--- config.mk ---
export PLATFORM = sky130hd
export DESIGN_NAME = stable_priority_queue_flat
export DESIGN_NICKNAME = d
export VERILOG_FILES = /design/src/rtl/spq_pkg.sv /design/src/rtl/spq_if.sv /design/src/rtl/spq_cell.sv /design/src/rtl/stable_priority_queue.sv /design/src/flat_wrapper.sv
export SDC_FILE = /design/constraint.sdc
export NUM_CORES = 1
export LEC_CHECK = 0
export BUFFER_PORTS_ARGS = -buffer_cell sky130_fd_sc_hd__buf_2
export CORE_MARGIN = 2
export CORE_UTILIZATION = 40
export DETAILED_ROUTE_END_ITERATION = 7
export PLACE_DENSITY_LB_ADDON = 0.1
export SETUP_SLACK_MARGIN = 0.05
export SYNTH_ARGS = -nofsm -noshare
export SYNTH_HDL_FRONTEND = slang
export SYNTH_HIERARCHICAL = 1
export SYNTH_SLANG_ARGS = --single-unit
--- constraint.sdc ---
create_clock -name i_clk -period 7.17 [get_ports i_clk]
set_input_delay 0 -clock i_clk [delete_from_list [all_inputs] [get_ports i_clk]]
set_output_delay 0 -clock i_clk [all_outputs]
set_load 0.05 [all_outputs]
--- src/rtl/spq_pkg.sv ---
package spq_pkg;

    localparam int unsigned QueueDepth  = 16;
    localparam int unsigned PayloadBits = 16;
    localparam int unsigned PriBits     = 8;
    localparam int unsigned OccBits     = 5;

    typedef enum logic {
        CMD_PUSH = 1'b0,
        CMD_POP  = 1'b1
    } t_cmd;

    typedef enum logic [1:0] {
        ST_PUSHED = 2'd0,
        ST_POPPED = 2'd1,
        ST_EMPTY  = 2'd2,
        ST_FULL   = 2'd3
    } t_status;

    typedef struct packed {
        logic               push;
        logic               pop;
        logic [PriBits-1:0] pri;
    } t_cell_ctrl;

endpackage

--- src/rtl/spq_if.sv ---
interface spq_in_if #(
    parameter int unsigned PAYLOAD_BITS = spq_pkg::PayloadBits
);
    logic                      valid;
    logic                      ready;
    logic                      command;
    logic [spq_pkg::PriBits-1:0] priority_in;
    logic [PAYLOAD_BITS-1:0]   payload_in;

    modport source (output valid, command, priority_in, payload_in, input ready);
    modport sink   (input valid, command, priority_in, payload_in, output ready);
endinterface

interface spq_out_if #(
    parameter int unsigned PAYLOAD_BITS = spq_pkg::PayloadBits
);
    logic                        valid;
    logic                        ready;
    logic [1:0]                  status;
    logic [spq_pkg::PriBits-1:0] priority_out;
    logic [PAYLOAD_BITS-1:0]     payload_out;
    logic [spq_pkg::OccBits-1:0] occupancy;

    modport source (output valid, status, priority_out, payload_out, occupancy,
                    input ready);
    modport sink   (input valid, status, priority_out, payload_out, occupancy,
                    output ready);
endinterface

--- src/rtl/spq_cell.sv ---
module spq_cell #(
    parameter int unsigned PAYLOAD_BITS = spq_pkg::PayloadBits
) (
    input  logic                        i_clk,
    input  spq_pkg::t_cell_ctrl         i_ctrl,
    input  logic [PAYLOAD_BITS-1:0]     i_new_pay,
    input  logic                        i_occupied,
    input  logic                        i_left_ge,
    input  logic [spq_pkg::PriBits-1:0] i_left_pri,
    input  logic [PAYLOAD_BITS-1:0]     i_left_pay,
    input  logic [spq_pkg::PriBits-1:0] i_right_pri,
    input  logic [PAYLOAD_BITS-1:0]     i_right_pay,
    output logic                        o_ge,
    output logic [spq_pkg::PriBits-1:0] o_pri,
    output logic [PAYLOAD_BITS-1:0]     o_pay
);

    logic [spq_pkg::PriBits-1:0] r_pri, n_pri;
    logic [PAYLOAD_BITS-1:0]     r_pay, n_pay;

    assign o_ge  = i_occupied && (r_pri >= i_ctrl.pri);
    assign o_pri = r_pri;
    assign o_pay = r_pay;

    always_comb begin
        n_pri = r_pri;
        n_pay = r_pay;
        if (i_ctrl.push && !o_ge) begin
            if (i_left_ge) begin
                n_pri = i_ctrl.pri;
                n_pay = i_new_pay;
            end else begin
                n_pri = i_left_pri;
                n_pay = i_left_pay;
            end
        end else if (i_ctrl.pop) begin
            n_pri = i_right_pri;
            n_pay = i_right_pay;
        end
    end

    always_ff @(posedge i_clk) begin
        r_pri <= n_pri;
        r_pay <= n_pay;
    end

endmodule

--- src/rtl/stable_priority_queue.sv ---
// Result: each input transfer yields a registered result, valid from the cycle after it.
// Throughput: one push or pop transfer per cycle, unless a held result stalls;
// the whole cell row updates in the cycle of the transfer, each cell comparing its priority locally.
// Reset (synchronous, active low) empties the queue and drops any pending
// result; cell contents are not reset and are read only below the count.
module stable_priority_queue #(
    parameter int unsigned QUEUE_DEPTH  = spq_pkg::QueueDepth,
    parameter int unsigned PAYLOAD_BITS = spq_pkg::PayloadBits
) (
    input  logic      i_clk,
    input  logic      i_rst_n,
    spq_in_if.sink    i_in,
    spq_out_if.source o_out
);

    localparam int unsigned CntBits = $clog2(QUEUE_DEPTH + 1);
    localparam int unsigned PB      = spq_pkg::PriBits;

    logic [CntBits-1:0] r_count, n_count;
    logic               r_valid, n_valid;
    logic [1:0]         r_status, n_status;
    logic [PB-1:0]      r_pri_out, n_pri_out;
    logic [PAYLOAD_BITS-1:0] r_pay_out, n_pay_out;

    logic xfer, push_ok, pop_ok, is_full, is_empty;
    spq_pkg::t_cell_ctrl ctrl;

    logic [QUEUE_DEPTH-1:0]  ge;
    logic [PB-1:0]           c_pri [QUEUE_DEPTH];
    logic [PAYLOAD_BITS-1:0] c_pay [QUEUE_DEPTH];

    assign i_in.ready = !r_valid || o_out.ready;
    assign xfer       = i_in.valid && i_in.ready;
    assign is_full    = (r_count == CntBits'(QUEUE_DEPTH));
    assign is_empty   = (r_count == '0);
    assign push_ok    = xfer && (i_in.command == spq_pkg::CMD_PUSH) && !is_full;
    assign pop_ok     = xfer && (i_in.command == spq_pkg::CMD_POP) && !is_empty;

    assign ctrl.push = push_ok;
    assign ctrl.pop  = pop_ok;
    assign ctrl.pri  = i_in.priority_in;

    for (genvar g = 0; g < QUEUE_DEPTH; g++) begin : g_cell
        logic                    left_ge;
        logic [PB-1:0]           left_pri, right_pri;
        logic [PAYLOAD_BITS-1:0] left_pay, right_pay;

        if (g == 0) begin : g_head
            assign left_ge  = 1'b1;
            assign left_pri = i_in.priority_in;
            assign left_pay = i_in.payload_in;
        end else begin : g_mid
            assign left_ge  = ge[g-1];
            assign left_pri = c_pri[g-1];
            assign left_pay = c_pay[g-1];
        end

        if (g == QUEUE_DEPTH - 1) begin : g_tail
            assign right_pri = c_pri[g];
            assign right_pay = c_pay[g];
        end else begin : g_body
            assign right_pri = c_pri[g+1];
            assign right_pay = c_pay[g+1];
        end

        spq_cell #(
            .PAYLOAD_BITS (PAYLOAD_BITS)
        ) u_cell (
            .i_clk       (i_clk),
            .i_ctrl      (ctrl),
            .i_new_pay   (i_in.payload_in),
            .i_occupied  (CntBits'(g) < r_count),
            .i_left_ge   (left_ge),
            .i_left_pri  (left_pri),
            .i_left_pay  (left_pay),
            .i_right_pri (right_pri),
            .i_right_pay (right_pay),
            .o_ge        (ge[g]),
            .o_pri       (c_pri[g]),
            .o_pay       (c_pay[g])
        );
    end

    always_comb begin
        n_count   = r_count;
        n_valid   = r_valid && !o_out.ready;
        n_status  = r_status;
        n_pri_out = r_pri_out;
        n_pay_out = r_pay_out;
        if (xfer) begin
            n_valid   = 1'b1;
            n_pri_out = '0;
            n_pay_out = '0;
            if (i_in.command == spq_pkg::CMD_PUSH) begin
                if (is_full) begin
                    n_status = spq_pkg::ST_FULL;
                end else begin
                    n_status = spq_pkg::ST_PUSHED;
                    n_count  = r_count + 1'b1;
                end
            end else begin
                if (is_empty) begin
                    n_status = spq_pkg::ST_EMPTY;
                end else begin
                    n_status  = spq_pkg::ST_POPPED;
                    n_count   = r_count - 1'b1;
                    n_pri_out = c_pri[0];
                    n_pay_out = c_pay[0];
                end
            end
        end
    end

    always_ff @(posedge i_clk) begin
        if (!i_rst_n) begin
            r_count <= '0;
            r_valid <= 1'b0;
        end else begin
            r_count <= n_count;
            r_valid <= n_valid;
        end
        r_status  <= n_status;
        r_pri_out <= n_pri_out;
        r_pay_out <= n_pay_out;
    end

    // result occupancy is the post-transfer count, kept in the low bits
    logic [CntBits-1:0] r_occ;
    always_ff @(posedge i_clk) begin
        if (xfer) begin
            r_occ <= n_count;
        end
    end

    assign o_out.valid        = r_valid;
    assign o_out.status       = r_status;
    assign o_out.priority_out = r_pri_out;
    assign o_out.payload_out  = r_pay_out;
    if (CntBits >= spq_pkg::OccBits) begin : g_occ_trunc
        assign o_out.occupancy = r_occ[spq_pkg::OccBits-1:0];
    end else begin : g_occ_ext
        assign o_out.occupancy = spq_pkg::OccBits'(r_occ);
    end

endmodule

--- src/flat_wrapper.sv ---
// flat-port wrapper written by rule: the top's interface ports become plain ports
module stable_priority_queue_flat 
#(
    parameter int unsigned QUEUE_DEPTH  = spq_pkg::QueueDepth,
    parameter int unsigned PAYLOAD_BITS = spq_pkg::PayloadBits
)
  (i_clk, i_rst_n, i_in_valid, i_in_command, i_in_priority_in, i_in_payload_in, i_in_ready, o_out_valid, o_out_status, o_out_priority_out, o_out_payload_out, o_out_occupancy, o_out_ready);
  spq_in_if #(.PAYLOAD_BITS(PAYLOAD_BITS)) i_in_i ();
  spq_out_if #(.PAYLOAD_BITS(PAYLOAD_BITS)) o_out_i ();
  input  logic i_clk;
  input  logic i_rst_n;
  input wire logic [$bits(i_in_i.valid)-1:0] i_in_valid;
  input wire logic [$bits(i_in_i.command)-1:0] i_in_command;
  input wire logic [$bits(i_in_i.priority_in)-1:0] i_in_priority_in;
  input wire logic [$bits(i_in_i.payload_in)-1:0] i_in_payload_in;
  output wire logic [$bits(i_in_i.ready)-1:0] i_in_ready;
  output wire logic [$bits(o_out_i.valid)-1:0] o_out_valid;
  output wire logic [$bits(o_out_i.status)-1:0] o_out_status;
  output wire logic [$bits(o_out_i.priority_out)-1:0] o_out_priority_out;
  output wire logic [$bits(o_out_i.payload_out)-1:0] o_out_payload_out;
  output wire logic [$bits(o_out_i.occupancy)-1:0] o_out_occupancy;
  input wire logic [$bits(o_out_i.ready)-1:0] o_out_ready;
  assign i_in_i.valid = i_in_valid;
  assign i_in_i.command = i_in_command;
  assign i_in_i.priority_in = i_in_priority_in;
  assign i_in_i.payload_in = i_in_payload_in;
  assign i_in_ready = i_in_i.ready;
  assign o_out_valid = o_out_i.valid;
  assign o_out_status = o_out_i.status;
  assign o_out_priority_out = o_out_i.priority_out;
  assign o_out_payload_out = o_out_i.payload_out;
  assign o_out_occupancy = o_out_i.occupancy;
  assign o_out_i.ready = o_out_ready;
  stable_priority_queue #(.QUEUE_DEPTH(QUEUE_DEPTH), .PAYLOAD_BITS(PAYLOAD_BITS)) u_core (.i_clk(i_clk), .i_rst_n(i_rst_n), .i_in(i_in_i), .o_out(o_out_i));
endmodule
==> flow_summary.toml <==
[setup_path]
critPathSlowestCell = "or2_2"
worst-endpoint-arrival_ns = 4.20
critical_path.endpoint_type = "flip-flop"
critical_path.startpoint_type = "flip-flop"
worst_path_largest_cell_delay_ns = 0.62
critical-path-top-cell-by-count = "inv_1"
critical-path-top-delay-family = "simple AND/OR/NAND/NOR gates"
cp_num_buf_inv = 3
cp.required_ns = 7.38
path_cells = "inv_1 -> ha_1 -> and4bb_1 -> or4b_4 -> inv_1 -> buf_4 -> o2111ai_2 -> nand2_4 -> or2_2"
r2r.worst_path.cells = 9
critical_path.max_fanout = 32
worstSetupStartpoint = "u_core/r_count[1]"
criticalPathCategory = "flip-flop to flip-flop"
reg_to_reg_critical_path_startpoint = "u_core/r_count[1]"
worst-r2r-setup-slack_ns = 3.18
worstSetupPathDepth = 9

[floorplan]
chip_height_um = 268.4
floorplan.die_area_um2 = 72040
floorplan.initialDensity_pct = 40.56
placementRows = 96
design.portCount = 62
core_area_um2 = 68950
dieWidth_um = 268.4

[clock_tree]
clk_root_buffer_cell = "clkbuf_16"
cts_max_path_buffers = 3
cts-buffers-inserted = 49
post_cts_resized = 0
tritoncts = "done"
htreeDepth = 2
clkSlewWorstSetupHoldPaths_ns = 0.06
clkSinkCount = 421
clkLatencyLatePin_ns = 0.59

[detailed_routing]
totalWireLength_um = 61560
detail_route.vias_per_cell = 5.169
first_pass_iteration_count_of_the_detailed_router = 8
routed-wl-met3_um = 1782
highest_routed_metal_layer = "met4"
detail_route.drc_violations = 0
post_drt_wl_per_cell_um = 21.00
routed_via_count = 15160
drtAntennaViolNets = 0
met2_wirelength_um = 29390
detail_route.wirelength.met1_um = 29170
drt_first_iter_violations = 762

[sta]
finalSetupViolCount = 0
fin_hold_ws_ns = 0.1248
timing.clock.skew_ns = 0.02540
final_max_slew_viol_count = 0
fmax_mhz = 250.5
final_min_period_over_clock_period_pct = 55.67
max_slew_margin_pct = 39.07
report.final.hold_viol_count = 0
worst_tran_pin_value_ns = 0.9129
min_period_ns = 3.992
totalNegativeSetupSlack_ns = 0
setup_repair_after_global_routing_missed_its_margin = "no"

[synth]
synthesis.area_um2 = 27960
yosys_warnings = 6
synthCells = 1921
synthesis.nets = 2082
post_synth.cell_area_avg_um2 = 14.56

[outcome]
status = "complete, no violations"

[final_layout]
layout.nets = 2123
n_antenna_cell = 0
syn_to_final_growth_pct = 8.139
share_of_post_route_cells_with_drive_strength_above_1_pct = 49.88

[power_and_ir_drop]
p_switching_mw = 2.728
sequentialPowerShare_pct = 42.7
power-per-cell-area_nw_per_um2 = 304.0
vdd_drop_max_v = 0.0001768
p_int_mw = 6.466
switching_share_pct = 29.67
power_frac_comb_pct = 32.0
static-leakage-power_nw = 11.80
clock_power_share_pct = 25.3

[grt]
overall_overflow_remaining_after_global_route = 0
grt_antenna_before_repair = 0
grt_pass1_wl_um = 96880
largest_net_degree_at_the_start_of_global_routing = 36
vias_in_the_first_global_route = 16350
grtUsageTotal_pct = 17.16

[worst_hold_path]
worst_hold_path.num_cells = 2
holdCritPathClass = "input pin to flip-flop"
hp-start = "i_in_command"

[job]
max_cap_violation_count = 0

[placed_design]
placement.io_buffers = 61
detailedPlacementHpwl_um = 46520
gp_routability_congestion = 0.8010
-- power by group through the flow --
stage | Clock (mW) | Combinational [mW] | Sequential (mW)
floorplan | 0 | 2.46 | 3.84
global placement | 0 | 2.89 | 3.97
detailed placement | 0 | 2.95 | 3.99
CTS | 2.41 | 2.96 | 3.94
global route | 2.50 | 3.20 | 4.00
finish | 2.33 | 2.94 | 3.92
-- flip-flops by register name, indices dropped and copies added (netlist names) --
signal                      flops
u_core/o_out.status             2
u_core/o_out.valid              1
u_core/o_out.occupancy          5
u_core/g_cell.u_cell/o_pri    128
u_core/o_out.priority_out       8
u_core/g_cell.u_cell/o_pay    256
u_core/r_count                  5
u_core/o_out.payload_out       16
-- final timing paths --
check                                      endpoint
setup / recovery  u_core/g_cell[14].u_cell/o_pay[5]
hold / removal               u_core/o_out.status[0]
setup reg to reg  u_core/g_cell[14].u_cell/o_pay[5]
hold reg to reg   u_core/g_cell[7].u_cell/o_pay[12]
-- metrics by stage --
stage / std cells / total power, mW / instance area, um2 / setup WS, ns / util (%)
final: 2932 / 9.194 / 30240 / 3.178 / 43.86
after global routing: 2932 / 9.704 / 30240 / 2.937 / 43.86
after CTS: 2932 / 9.306 / 30240 / 3.154 / 43.86
after detailed placement: 2839 / 6.939 / 28740 / 3.193 / 41.68
after global placement: 2839 / 6.857 / 28740 / 3.319 / 41.68
after floorplan: 1921 / 6.297 / 27960 / 3.456 / -
-- layout by cell type, fill, tap and decap left out, types with 19 or more instances in the layout --
cell type and count:
a21oi_2 30, mux2_4 304, inv_1 172, a211oi_1 29
nand2_1 29, ha_1 132, buf_2 61, and3_1 26
nand2b_1 19, o21ai_0 37, clkbuf_16 50, mux2_2 465
edfxtp_1 415
-- cell type report --
type / count / area (um2)
fill: 6289 / 38710
multi-input combinational: 1237 / 13910
sequential: 421 / 12580
clock buffer: 65 / 1308
tap: 931 / 1165
inverter: 172 / 645.6
timing repair buffer: 81 / 462.9
clock inverter: 25 / 165.2
-- per-layer routing --
metal  up-vias  global-route usage [%]
met4         0                   4.174
li1       7352                       -
met1      7495                   23.14
met5         -                       0
met3        70                   2.034
met2       238                   29.35
-- timing repair --
action                                 CTS  global route
buffers inserted                         0             0
hold buffers                             3             0
endpoints found under the hold margin    6             0
Note: power is estimated with default switching activity, not from simulation.
